[src/design/dtts_pkg.sv]
// ----------------------------------------------------------------------------
// dtts_pkg
// Shared types and constants for the duration text parser: status codes,
// character codes, unit multipliers and the saturation limit.
// ----------------------------------------------------------------------------
package dtts_pkg;

	// Width of the saturated total and of the pending number.
	localparam int unsigned DurW = 31;
	localparam logic [DurW-1:0] DUR_MAX = {DurW{1'b1}};

	// Result status codes.
	typedef enum logic [1:0] {
		ST_OK  = 2'd0,
		ST_BAD = 2'd1,
		ST_OVF = 2'd2
	} status_t;

	// Character codes of the accepted alphabet.
	localparam logic [7:0] CH_0 = 8'h30;
	localparam logic [7:0] CH_9 = 8'h39;
	localparam logic [7:0] CH_S_LO = 8'h73;
	localparam logic [7:0] CH_S_UP = 8'h53;
	localparam logic [7:0] CH_M_LO = 8'h6D;
	localparam logic [7:0] CH_M_UP = 8'h4D;
	localparam logic [7:0] CH_H_LO = 8'h68;
	localparam logic [7:0] CH_H_UP = 8'h48;
	localparam logic [7:0] CH_D_LO = 8'h64;
	localparam logic [7:0] CH_D_UP = 8'h44;

	// Seconds per unit letter.
	localparam int unsigned MultW = 17;
	localparam logic [MultW-1:0] MULT_SEC  = 17'd1;
	localparam logic [MultW-1:0] MULT_MIN  = 17'd60;
	localparam logic [MultW-1:0] MULT_HOUR = 17'd3600;
	localparam logic [MultW-1:0] MULT_DAY  = 17'd86400;

endpackage

[src/design/duration_text_to_seconds.sv]
// ----------------------------------------------------------------------------
// duration_text_to_seconds
// Parses a duration text such as 2d5h30m10s, one character per request, into
// a saturated count of seconds with an ok / bad character / overflow status.
// ----------------------------------------------------------------------------
// Throughput: one character per cycle, except that a final character waits while an untaken result is held.
// The last character is held in the input register, and its result is then
// loaded into the result register once that register is free or being
// taken.
// Reset: arst_n clears the parse state, its status and both valid flags;
// the first character may be sent as soon as reset releases.
module duration_text_to_seconds
	import dtts_pkg::*;
(
	input  logic            clk,
	input  logic            arst_n,
	input  logic            in_valid,
	output logic            in_ready,
	input  logic [7:0]      char_code,
	input  logic            is_last,
	output logic            out_valid,
	input  logic            out_ready,
	output logic [DurW-1:0] total_seconds,
	output logic [1:0]      status
);

	// Input register.
	logic            vld_s1;
	logic [7:0]      char_s1;
	logic            last_s1;
	logic            adv_s1;

	// Parse state.
	logic [DurW-1:0] pend_q;
	logic [DurW-1:0] total_q;
	status_t         stat_q;

	// Next parse state.
	logic [DurW-1:0] pend_nxt;
	logic [DurW-1:0] total_nxt;
	status_t         stat_nxt;

	// Result of a text that ends with this character.
	logic [DurW-1:0] fin_total;
	status_t         fin_stat;

	// Arithmetic terms.
	logic                 is_digit;
	logic                 is_unit;
	logic [MultW-1:0]     mult;
	logic [DurW+MultW-1:0] prod;
	logic [DurW+MultW:0]   unit_sum;
	logic [DurW+3:0]       ten_sum;
	logic [DurW:0]         fin_sum;

	// Result register.
	logic            out_vld_q;
	logic [DurW-1:0] out_total_q;
	status_t         out_stat_q;

	// A non-final character always moves on; a final one needs the result slot.
	assign adv_s1   = vld_s1 && (!last_s1 || !out_vld_q || out_ready);
	assign in_ready = !vld_s1 || adv_s1;

	// Input register.
	always_ff @(posedge clk or negedge arst_n) begin
		if (!arst_n) begin
			vld_s1 <= 1'b0;
		end else if (in_ready) begin
			vld_s1 <= in_valid;
		end
	end

	always_ff @(posedge clk) begin
		if (in_ready && in_valid) begin
			char_s1 <= char_code;
			last_s1 <= is_last;
		end
	end

	// Classify the character and pick the unit multiplier.
	always_comb begin
		is_digit = (char_s1 >= CH_0) && (char_s1 <= CH_9);
		is_unit  = 1'b1;
		mult     = MULT_SEC;
		priority if (char_s1 == CH_S_LO || char_s1 == CH_S_UP) begin
			mult = MULT_SEC;
		end else if (char_s1 == CH_M_LO || char_s1 == CH_M_UP) begin
			mult = MULT_MIN;
		end else if (char_s1 == CH_H_LO || char_s1 == CH_H_UP) begin
			mult = MULT_HOUR;
		end else if (char_s1 == CH_D_LO || char_s1 == CH_D_UP) begin
			mult = MULT_DAY;
		end else begin
			is_unit = 1'b0;
		end
	end

	// Unit letter adds the pending number times the unit; digits shift in.
	assign prod     = {{MultW{1'b0}}, pend_q} * {{DurW{1'b0}}, mult};
	assign unit_sum = {{(MultW+1){1'b0}}, total_q} + {1'b0, prod};
	assign ten_sum  = {1'b0, pend_q, 3'b000} + {3'b000, pend_q, 1'b0}
		+ {{(DurW){1'b0}}, char_s1[3:0]};

	// Next state for one character.
	always_comb begin
		pend_nxt  = pend_q;
		total_nxt = total_q;
		stat_nxt  = stat_q;
		if (stat_q != ST_BAD) begin
			if (is_digit) begin
				if (ten_sum > {4'b0000, DUR_MAX}) begin
					pend_nxt = DUR_MAX;
					stat_nxt = ST_OVF;
				end else begin
					pend_nxt = ten_sum[DurW-1:0];
				end
			end else if (is_unit) begin
				pend_nxt = '0;
				if (unit_sum > {{(MultW+1){1'b0}}, DUR_MAX}) begin
					total_nxt = DUR_MAX;
					stat_nxt  = ST_OVF;
				end else begin
					total_nxt = unit_sum[DurW-1:0];
				end
			end else begin
				stat_nxt = ST_BAD;
			end
		end
	end

	// Digits left pending at the end count as seconds.
	assign fin_sum = {1'b0, total_nxt} + {1'b0, pend_nxt};

	always_comb begin
		fin_total = '0;
		fin_stat  = stat_nxt;
		if (stat_nxt != ST_BAD) begin
			if (fin_sum > {1'b0, DUR_MAX}) begin
				fin_total = DUR_MAX;
				fin_stat  = ST_OVF;
			end else begin
				fin_total = fin_sum[DurW-1:0];
			end
		end
	end

	// Parse state update; the final character returns it to reset values.
	always_ff @(posedge clk or negedge arst_n) begin
		if (!arst_n) begin
			pend_q  <= '0;
			total_q <= '0;
			stat_q  <= ST_OK;
		end else if (adv_s1) begin
			if (last_s1) begin
				pend_q  <= '0;
				total_q <= '0;
				stat_q  <= ST_OK;
			end else begin
				pend_q  <= pend_nxt;
				total_q <= total_nxt;
				stat_q  <= stat_nxt;
			end
		end
	end

	// Result register.
	always_ff @(posedge clk or negedge arst_n) begin
		if (!arst_n) begin
			out_vld_q <= 1'b0;
		end else if (adv_s1 && last_s1) begin
			out_vld_q <= 1'b1;
		end else if (out_ready) begin
			out_vld_q <= 1'b0;
		end
	end

	always_ff @(posedge clk) begin
		if (adv_s1 && last_s1) begin
			out_total_q <= fin_total;
			out_stat_q  <= fin_stat;
		end
	end

	assign out_valid     = out_vld_q;
	assign total_seconds = out_total_q;
	assign status        = out_stat_q;

endmodule

[config.mk]
export PLATFORM = sky130hd
export DESIGN_NAME = duration_text_to_seconds
export DESIGN_NICKNAME = d
export VERILOG_FILES = /design/src/design/dtts_pkg.sv /design/src/design/duration_text_to_seconds.sv
export SDC_FILE = /design/constraint.sdc
export NUM_CORES = 1
export LEC_CHECK = 0
export ABC_AREA = 1
export BUFFER_PORTS_ARGS = -buffer_cell sky130_fd_sc_hd__buf_2
export CELL_PAD_IN_SITES_DETAIL_PLACEMENT = 1
export CELL_PAD_IN_SITES_GLOBAL_PLACEMENT = 2
export CORE_MARGIN = 2
export CORE_UTILIZATION = 43
export DETAILED_ROUTE_END_ITERATION = 10
export GPL_TIMING_DRIVEN = 0
export PLACE_DENSITY = 0.93
export SYNTH_ARGS = -nofsm -noshare
export SYNTH_HDL_FRONTEND = slang
export SYNTH_SLANG_ARGS = --single-unit
[constraint.sdc]
create_clock -name clk -period 19.59 [get_ports clk]
set_clock_uncertainty 0.1 [all_clocks]
set_input_delay 0.9795 -clock clk [delete_from_list [all_inputs] [get_ports clk]]
set_output_delay 0.9795 -clock clk [all_outputs]
set_load 0.005 [all_outputs]
-- After elaboration in Yosys (flattened, before gate mapping)
Index checks and enable logic that the tools add are counted.
- register bits after elaboration: 108
- input bits: 13
- logic and storage cells: 73
- add/sub/neg operators: 4
- multipliers: 1
- magnitude comparators: 5
- equality and inequality tests: 10
- muxes and demuxes: 29
- reduce and logical (&&, ||, !) cells: 15
- operators by type and width (operator ; number):
    2-to-1 mux 31 bit ; 11
    2-to-1 mux 17 bit ; 4
    equality test 8 x 7 -> 1 bit (second input constant) ; 8
    adder 31 x 48 -> 49 bit ; 1
    > comparator 49 x 31 -> 1 bit (second input constant) ; 1
    multiplier 31 x 17 -> 48 bit ; 1
    adder 34 x 32 -> 35 bit ; 1
    adder 35 x 4 -> 35 bit ; 1
    > comparator 35 x 31 -> 1 bit (second input constant) ; 1
    adder 31 x 31 -> 32 bit ; 1
    > comparator 32 x 31 -> 1 bit (second input constant) ; 1
    2-to-1 mux 2 bit ; 8
    >= comparator 8 x 6 -> 1 bit (second input constant) ; 1
    less-or-equal comparator 8 x 6 -> 1 bit (second input constant) ; 1
    logical OR 1 bit ; 7
    2-to-1 mux 1 bit ; 6
    logical AND 1 bit ; 4
    != test 2 x 1 -> 1 bit (second input constant) ; 2
    zero test 1 bit ; 3
    nonzero test 2 bit ; 1

-- Logic depth before layout (Yosys ltp)
Gate-level depths: netlist of run 1.
- depth in word-level cells: 17
- mapped depth: 56
- gate-level depth less buffers: 54

-- Worst setup path after synthesis of run 1
OpenSTA, ideal clock, no wires.
- path kind: register to register
- start: reg char_s1[0]
- end: reg out_total_q[30], in the netlist total_seconds[30] (data pin)
- setup time: 0.257 ns
- data arrival time: 8.867 ns
- data required time: 19.233 ns
- path slack: 10.366 ns
- stages on the path, launching flop included: 49
- path buffers: 3
- clock period less this slack: 9.224 ns
- cells stage by stage: edfxtp_1 nor2_1 nand3_1 nor2_1 clkinv_1 clkbuf_1 buf_1 nor2_1 inv_1 fa_1 inv_1 fa_1 fa_1 fa_1 fa_1 inv_1 fa_1 inv_1 [13 not listed] nor2_1 nand3_1 buf_2 o22ai_1 inv_1 ha_1 fa_1 nand3_1 nand2_1 a21oi_1 o21ai_1 a21oi_1 o21ai_1 nand2_1 o2111ai_1 or2_2 a21oi_1 a21oi_1
- cells in the longest elaborated chain, start to end: 16
- elaborated cells on any way between the ends: 45
- ends and longest elaborated chain (what ; line ; source):
    start: declaration ; duration_text_to_seconds.sv:29 ; logic [7:0] char_s1;
    start signal: assignment ; duration_text_to_seconds.sv:76 ; char_s1 <= char_code;
    equality test 8 x 7 -> 1 bit ; duration_text_to_seconds.sv:92 ; end else if (char_s1 == CH_D_LO || char_s1 == CH_D_UP) begin
    logical OR 1 bit ; duration_text_to_seconds.sv:92 ;
    2-to-1 mux 17 bit ; duration_text_to_seconds.sv:92 ;
    2-to-1 mux 17 bit ; duration_text_to_seconds.sv:90 ; end else if (char_s1 == CH_H_LO || char_s1 == CH_H_UP) begin
    2-to-1 mux 17 bit ; duration_text_to_seconds.sv:88 ; end else if (char_s1 == CH_M_LO || char_s1 == CH_M_UP) begin
    2-to-1 mux 17 bit ; duration_text_to_seconds.sv:86 ; priority if (char_s1 == CH_S_LO || char_s1 == CH_S_UP) begin
    multiplier 31 x 17 -> 48 bit ; duration_text_to_seconds.sv:100 ; assign prod = {{MultW{1'b0}}, pend_q} * {{DurW{1'b0}}, mult};
    adder 31 x 48 -> 49 bit ; duration_text_to_seconds.sv:101 ; assign unit_sum = {{(MultW+1){1'b0}}, total_q} + {1'b0, prod};
    > comparator 49 x 31 -> 1 bit ; duration_text_to_seconds.sv:120 ; if (unit_sum > {{(MultW+1){1'b0}}, DUR_MAX}) begin
    2-to-1 mux 31 bit ; duration_text_to_seconds.sv:120 ;
    2-to-1 mux 31 bit ; duration_text_to_seconds.sv:118 ; end else if (is_unit) begin
    2-to-1 mux 31 bit ; duration_text_to_seconds.sv:111 ; if (is_digit) begin
    2-to-1 mux 31 bit ; duration_text_to_seconds.sv:110 ; if (stat_q != ST_BAD) begin
    adder 31 x 31 -> 32 bit ; duration_text_to_seconds.sv:133 ; assign fin_sum = {1'b0, total_nxt} + {1'b0, pend_nxt};
    > comparator 32 x 31 -> 1 bit ; duration_text_to_seconds.sv:139 ; if (fin_sum > {1'b0, DUR_MAX}) begin
    2-to-1 mux 31 bit ; duration_text_to_seconds.sv:139 ;
    end signal: assignment ; duration_text_to_seconds.sv:180 ; out_total_q <= fin_total;
    end: declaration ; duration_text_to_seconds.sv:58 ; logic [DurW-1:0] out_total_q;
Several ways; a longest one is shown, not always the timed one.
A chain may end at the register's enable or synchronous reset.

-- Worst setup path in the final report of run 1
- start: reg char_s1[0]
- end: reg out_total_q[18], in the netlist total_seconds[18] (data pin)
The elaborated chain is that of the path after synthesis.

==> results of run 1 <==
## state kept, by name, indices dropped and copies added, names as in the netlist
| register | count |
|---|---|
| char_s1 | 8 |
| last_s1 | 1 |
| out_valid | 1 |
| pend_q | 31 |
| stat_q | 2 |
| status | 2 |
| total_q | 31 |
| total_seconds | 31 |
| vld_s1 | 1 |
## worst register-to-register path, delay by kind of cell, from the launching register on
kind / cells / cell delay [ns]
simple gates: 17 / 4.00
compound gates: 8 / 2.07
flops: 1 / 0.56
fa+ha+maj: 8 / 3.89
buf+inv: 12 / 2.65
## Yosys cell counts (all sizes together) (7+ instances only)
library cell	n	area (sq um)
clkinv	8	30.0
dfrtp	66	1650
xnor2	32	280
o21a	9	67.6
o21bai	11	90.1
edfxtp	42	1260
nor2	341	1330
xor2	49	429
inv	721	2710
nor3	16	85.1
nand3	72	393
a22oi	8	95.1
a21oi	183	942
nor4	7	43.8
o21ai	176	888
or2	19	119
nand4	17	106
clkbuf	33	124
fa	345	6910
nand2	630	2390
o22ai	22	138
buf	25	158
ha	290	3630
a31oi	7	50.1
## power by group through the flow
stage	Clock, mW	Sequential (mW)	Combinational [mW]
after floorplan	0	0.256	0.194
after global placement	0	0.261	0.292
after detailed placement	0	0.261	0.301
after CTS	0.206	0.257	0.305
after global routing	0.213	0.258	0.339
final	0.205	0.257	0.308
## worst max-delay path by stage
| stage | startpoint | endpoint | slack [ns] |
|---|---|---|---|
| after global placement | char_s1[1]$_DFFE_PP_ | total_seconds[18]$_SDFFCE_PP0P_ | 6.70 |
| after floorplan | char_s1[0]$_DFFE_PP_ | total_seconds[30]$_SDFFCE_PP0P_ | 10.37 |
| final | char_s1[0]$_DFFE_PP_ | total_seconds[18]$_SDFFCE_PP0P_ | 6.09 |
| after global routing | char_s1[0]$_DFFE_PP_ | total_seconds[19]$_SDFFCE_PP0P_ | 5.46 |
| after CTS | char_s1[0]$_DFFE_PP_ | total_seconds[18]$_SDFFCE_PP0P_ | 6.39 |
| after detailed placement | char_s1[0]$_DFFE_PP_ | total_seconds[18]$_SDFFCE_PP0P_ | 6.45 |
## cell families after synthesis
family | count (synthesis) | synth area share (%)
simple gates | 1105 | 18.6
fa+ha+maj | 635 | 43.7
flops | 108 | 12.1
buf+inv | 787 | 12.5
other cells | 2 | 0.0311
compound gates | 436 | 10.1
xor+xnor | 81 | 2.94
## area by class of cell
class | count | area share, %
sequential | 108 | 11.3
tap | 748 | 3.64
timing repair buffer | 48 | 1.03
clock inverter | 7 | 0.365
antenna | 1 | 0.00972
inverter | 729 | 10.6
buffer | 58 | 1.09
multi-input combinational | 2286 | 71.0
clock buffer | 9 | 0.875
## layer usage
layer	global-route usage (%)	vias to the layer above	wire (microns)	part of all wire, %
li1	-	9859	-	-
met4	10.1	2	2920	3.3
met3	6.87	130	6330	7.1
met1	43.3	10700	39400	44
met2	51.2	656	41000	46
met5	0	-	10	0.011
==> results.sh, run 1 <==
export IMPL_worst_path_buf_inv=12
export IMPL_power_density_nw_per_um2=29.9
export IMPL_cp_arrival_ns=13.53
export IMPL_syn_inst=3154
export IMPL_netlist_area_sq_um=24100
export IMPL_avgSynthCellArea_sq_um=7.65
export IMPL_outcome="finished clean"
export IMPL_final_hold_violation_count=0
export IMPL_fin_crit_sh_pct=68.9
export IMPL_clock_fmax_mhz=74.1
export IMPL_grt_start_max_net_pins=64
export IMPL_tritoncts="done"
export IMPL_combPwrFrac_pct=40.1
export IMPL_critical_path_required_ns=19.62
export IMPL_peakVddDrop_uv=36.1
export IMPL_final_cell_mix="inv_1 (705), nand2_1 (623), fa_1 (345), nor2_1 (326), ha_1 (290)"
export IMPL_gp_congestion=0.966
export IMPL_cts_buffers=9
export IMPL_post_dp_hpwl_microns=79100
export IMPL_period_needed_ns=13.50
export IMPL_root_buffer="clkbuf_16"
export IMPL_die_w_microns=241
export IMPL_reg2reg_to="total_seconds[18]$_SDFFCE_PP0P_"
export IMPL_synthArstFlopShare_pct=61.1
export IMPL_wl_microns=89600
export IMPL_seqPwrFrac_pct=33.4
export IMPL_drc=0
export IMPL_endpoint_kind="flop"
export IMPL_vias=21400
export IMPL_setup_ws_ns=6.09
export IMPL_hp_class="in2async"
export IMPL_placement_cell_area_sq_um=25400
export IMPL_yosysSeqAreaShare_pct=12.1
export IMPL_cts_path_max_buffers=2
export IMPL_wire_per_inst_microns=22.4
export IMPL_cp_max_fo=10
export IMPL_cpLargestDelayFamily="simple AND/OR/NAND/NOR gates"
export IMPL_yosysWarningCount=0
export IMPL_cts_resized=0
export IMPL_cpMostUsedCell="nor2_1"
export IMPL_power_leakage_nw=14.0
export IMPL_reg2regPathDepth=45
export IMPL_syn2layout_area_growth_pct=6.73
export IMPL_ys_seq_elements=108
export IMPL_fin_area_sq_um=25700
export IMPL_synth_edf_count=42
export IMPL_worst_pin_slew_ns=1.31
export IMPL_ys_flop_type="dfrtp_1"
export IMPL_critPathMaxStageDelay_ns=0.71
export IMPL_portBuffers=47
export IMPL_p_int_mw=0.432
export IMPL_rows=86
export IMPL_die_h_microns=241
export IMPL_p_switching_mw=0.338
export IMPL_path_depth=45
export IMPL_antenna_found_initial=1
export IMPL_whs_ns=0.282
export IMPL_layout_commonest_cell="inv_1"
export IMPL_insertion_delay_ns=0.39
export IMPL_dp_slack_ns=6.45
export IMPL_stdcell_count=3994
export IMPL_core_area_sq_um=55300
export IMPL_htree_levels=3
export IMPL_first_iter_violations=1295
export IMPL_netSwitchingFraction_pct=43.9
export IMPL_cts_sinks=108
export IMPL_rsz0062_at_grt="no"
export IMPL_drive_gt1_share_pct=4.68
export IMPL_power_mw=0.770
export IMPL_initial_core_util_pct=43.6
export IMPL_ant_nets=0
export IMPL_setup_viol=0
export IMPL_final_core_util_pct=46.5
export IMPL_synth_cell_types=59
export IMPL_crit_path_top_delay_cell="nor2_1"
export IMPL_multi_input_area_sq_um=18300
export IMPL_tns_ns=0
export IMPL_design_die_area_sq_um=58000
export IMPL_drv_slew=0
export IMPL_critPathLaunchType="flop"
export IMPL_cap_violations=0
export IMPL_cts_setup_buffers=0
export IMPL_placedCellCount=3977
export IMPL_cts_hold_buf=0
export IMPL_p_clk_share_pct=26.6
export IMPL_grt_pass1_wl_microns=138000
export IMPL_nFillCells=7026
export IMPL_dr_pass1_iters=5
export IMPL_seqCellArea_sq_um=2910
export IMPL_grt_remaining_overflow=0
export IMPL_via_per_inst=5.35
export IMPL_slew_headroom_pct=12.4
export IMPL_clk_pin_slew_ns=0.09
export IMPL_reg2reg_slack_ns=6.09
export IMPL_path_class="reg2reg"
export IMPL_timing_rr_start="char_s1[0]$_DFFE_PP_"
export IMPL_grtUsageTotal_pct=32.0
export IMPL_io_pins=48
export IMPL_layout_nets=3888
export IMPL_grt_pass1_vias=23400
Note: power is estimated with default switching activity, not from simulation.
==> run 2: changes to the inputs <==
--- a/config.mk
+++ b/config.mk
@@ -10,10 +10,10 @@
 export CELL_PAD_IN_SITES_DETAIL_PLACEMENT = 1
 export CELL_PAD_IN_SITES_GLOBAL_PLACEMENT = 2
 export CORE_MARGIN = 2
-export CORE_UTILIZATION = 43
+export CORE_UTILIZATION = 40
 export DETAILED_ROUTE_END_ITERATION = 10
 export GPL_TIMING_DRIVEN = 0
-export PLACE_DENSITY = 0.93
+export PLACE_DENSITY = 0.88
 export SYNTH_ARGS = -nofsm -noshare
 export SYNTH_HDL_FRONTEND = slang
 export SYNTH_SLANG_ARGS = --single-unit
==> constraint.sdc (replaced) <==
create_clock -name clk -period 12.81 [get_ports clk]
set_clock_uncertainty 0.1 [all_clocks]
set_input_delay 0.6405 -clock clk [delete_from_list [all_inputs] [get_ports clk]]
set_output_delay 0.6405 -clock clk [all_outputs]
set_load 0.005 [all_outputs]
==> run 2 against run 1 <==
Non-clock buffer count increased by 1. Cell area is 0.50% higher. Critical path depth is 1 higher. Combinational power rose by 57%. Hold slack better by 0.058 ns. Total power increased by 57%. Critical path type unchanged. Highest routed layer is now met4.
==> results.sh, run 2 (synthesis gave the netlist of run 1 again) <==
export IMPL_outcome="finished clean"
export IMPL_cp_max_fo=10
export IMPL_root_buffer="clkbuf_16"
export IMPL_cpMostUsedCell="nand2_1"
export IMPL_final_cell_mix="inv_1 (705), nand2_1 (623), fa_1 (345), nor2_1 (316), ha_1 (290)"
export IMPL_initial_core_util_pct=40.2
export IMPL_path_class="reg2reg"
export IMPL_die_w_microns=250
export IMPL_drv_slew=0
export IMPL_reg2reg_to="total_seconds[30]$_SDFFCE_PP0P_"
export IMPL_timing_rr_start="char_s1[1]$_DFFE_PP_"
export IMPL_crit_path_top_delay_cell="fa_1"
export IMPL_grt_pass1_wl_microns=141000
export IMPL_placedCellCount=4011
export IMPL_min_path_cells=1
export IMPL_layout_commonest_cell="inv_1"
export IMPL_grt_remaining_overflow=0
export IMPL_stdcell_count=4030
export IMPL_layout_nets=3889
export IMPL_wire_per_inst_microns=22.6
export IMPL_reg2reg_slack_ns=0.52
export IMPL_reg2regPathDepth=46
export IMPL_ant_nets=0
export IMPL_endpoint_kind="flop"
export IMPL_cpLargestDelayFamily="adder cells"
export IMPL_antenna_found_initial=0
export IMPL_dr_pass1_iters=5
export IMPL_vias=21400
export IMPL_fin_crit_sh_pct=96.0
export IMPL_rsz0062_at_grt="no"
export IMPL_cp_arrival_ns=12.33
export IMPL_worst_path_buf_inv=8
export IMPL_cts_buffers=9
export IMPL_insertion_delay_ns=0.38
export IMPL_gp_congestion=0.965
export IMPL_power_density_nw_per_um2=46.6
export IMPL_cap_violations=0
export IMPL_rows=90
export IMPL_peakVddDrop_uv=64.8
export IMPL_whs_ns=0.340
export IMPL_critPathMaxStageDelay_ns=0.65
export IMPL_cts_setup_buffers=0
export IMPL_power_leakage_nw=14.1
export IMPL_htree_levels=3
export IMPL_cts_path_max_buffers=2
export IMPL_post_dp_hpwl_microns=80500
export IMPL_io_pins=48
export IMPL_hp_class="in2reg"
export IMPL_grt_pass1_vias=23100
export IMPL_min_to="char_s1[7]$_DFFE_PP_"
export IMPL_critical_path_required_ns=12.85
export IMPL_clock_fmax_mhz=81.4
export IMPL_power_mw=1.21
export IMPL_drc=0
export IMPL_tritoncts="done"
export IMPL_design_die_area_sq_um=62300
export IMPL_core_area_sq_um=60000
export IMPL_portBuffers=47
export IMPL_via_per_inst=5.31
export IMPL_clk_pin_slew_ns=0.09
export IMPL_final_hold_violation_count=0
export IMPL_syn2layout_area_growth_pct=7.26
export IMPL_setup_viol=0
export IMPL_slew_headroom_pct=15.1
export IMPL_grtUsageTotal_pct=29.9
export IMPL_min_from="char_code[7]"
export IMPL_first_iter_violations=1460
export IMPL_die_h_microns=250
export IMPL_wl_microns=91200
export IMPL_critPathLaunchType="flop"
export IMPL_cts_sinks=108
export IMPL_period_needed_ns=12.29
export IMPL_grt_start_max_net_pins=64
export IMPL_drive_gt1_share_pct=5.11
export IMPL_worst_pin_slew_ns=1.27
[run 2: cell type report]
type                    instances  area, sq um
clock buffers                   9          225
clock inverters                 7          103
inverters                     729         2740
plain buffers                  58          284
repair buffers                 49          275
diodes                          2         5.00
flip-flops and latches        108         2910
multi-input cells            2286        18300
fillers                      7482        34100
well taps                     782          978
[run 2: worst max path at each step]
| stage | startpoint | end | depth (start not counted) |
|---|---|---|---|
| detailed placement | char_s1[0]$_DFFE_PP_ | total_seconds[11]$_SDFFCE_PP0P_ | 48 |
| finish | char_s1[1]$_DFFE_PP_ | total_seconds[30]$_SDFFCE_PP0P_ | 46 |
| global placement | char_s1[0]$_DFFE_PP_ | total_seconds[19]$_SDFFCE_PP0P_ | 46 |
| floorplan | char_s1[0]$_DFFE_PP_ | total_seconds[30]$_SDFFCE_PP0P_ | 48 |
| CTS | char_s1[1]$_DFFE_PP_ | total_seconds[17]$_SDFFCE_PP0P_ | 46 |
| global route | char_s1[0]$_DFFE_PP_ | total_seconds[30]$_SDFFCE_PP0P_ | 46 |
[run 2: per-stage QoR]
stage          utilization (%)  cell area (sq um)  TNS, ns  worst slack [ns]
3_3_place_gp              42.4              25400    -4.19            -0.236
5_1_grt                   43.1              25900        0            0.0583
3_5_place_dp              42.4              25500    -9.01            -0.416
4_1_cts                   43.0              25800        0            0.0612
2_1_floorplan                -              24200        0              3.59
6_report                  43.1              25900        0             0.519
[run 2: report_power, final]
part	switching, mW	total, mW	internal (mW)
Clock	0.166	0.326	0.160
Combinational	0.339	0.484	0.145
Sequential	0.0209	0.396	0.375
Total	0.526	1.21	0.680
[run 2: metal layers]
layer	share of wire (%)	GRT usage [%]	up-vias	wire length (microns)
met5	0	0	-	0
met4	2.5	7.31	0	2290
met3	5.7	3.19	89	5190
met2	46	48.5	589	41800
met1	46	42.7	10900	42000
li1	-	-	9870	-
[run 2: repair_timing]
action,in CTS,in global routing
setup endpoints to repair,31,33
endpoints found under the hold margin,3,0
cloned,0,0
resized for setup,5,17
pin swaps,0,0
hold buffers,1,0
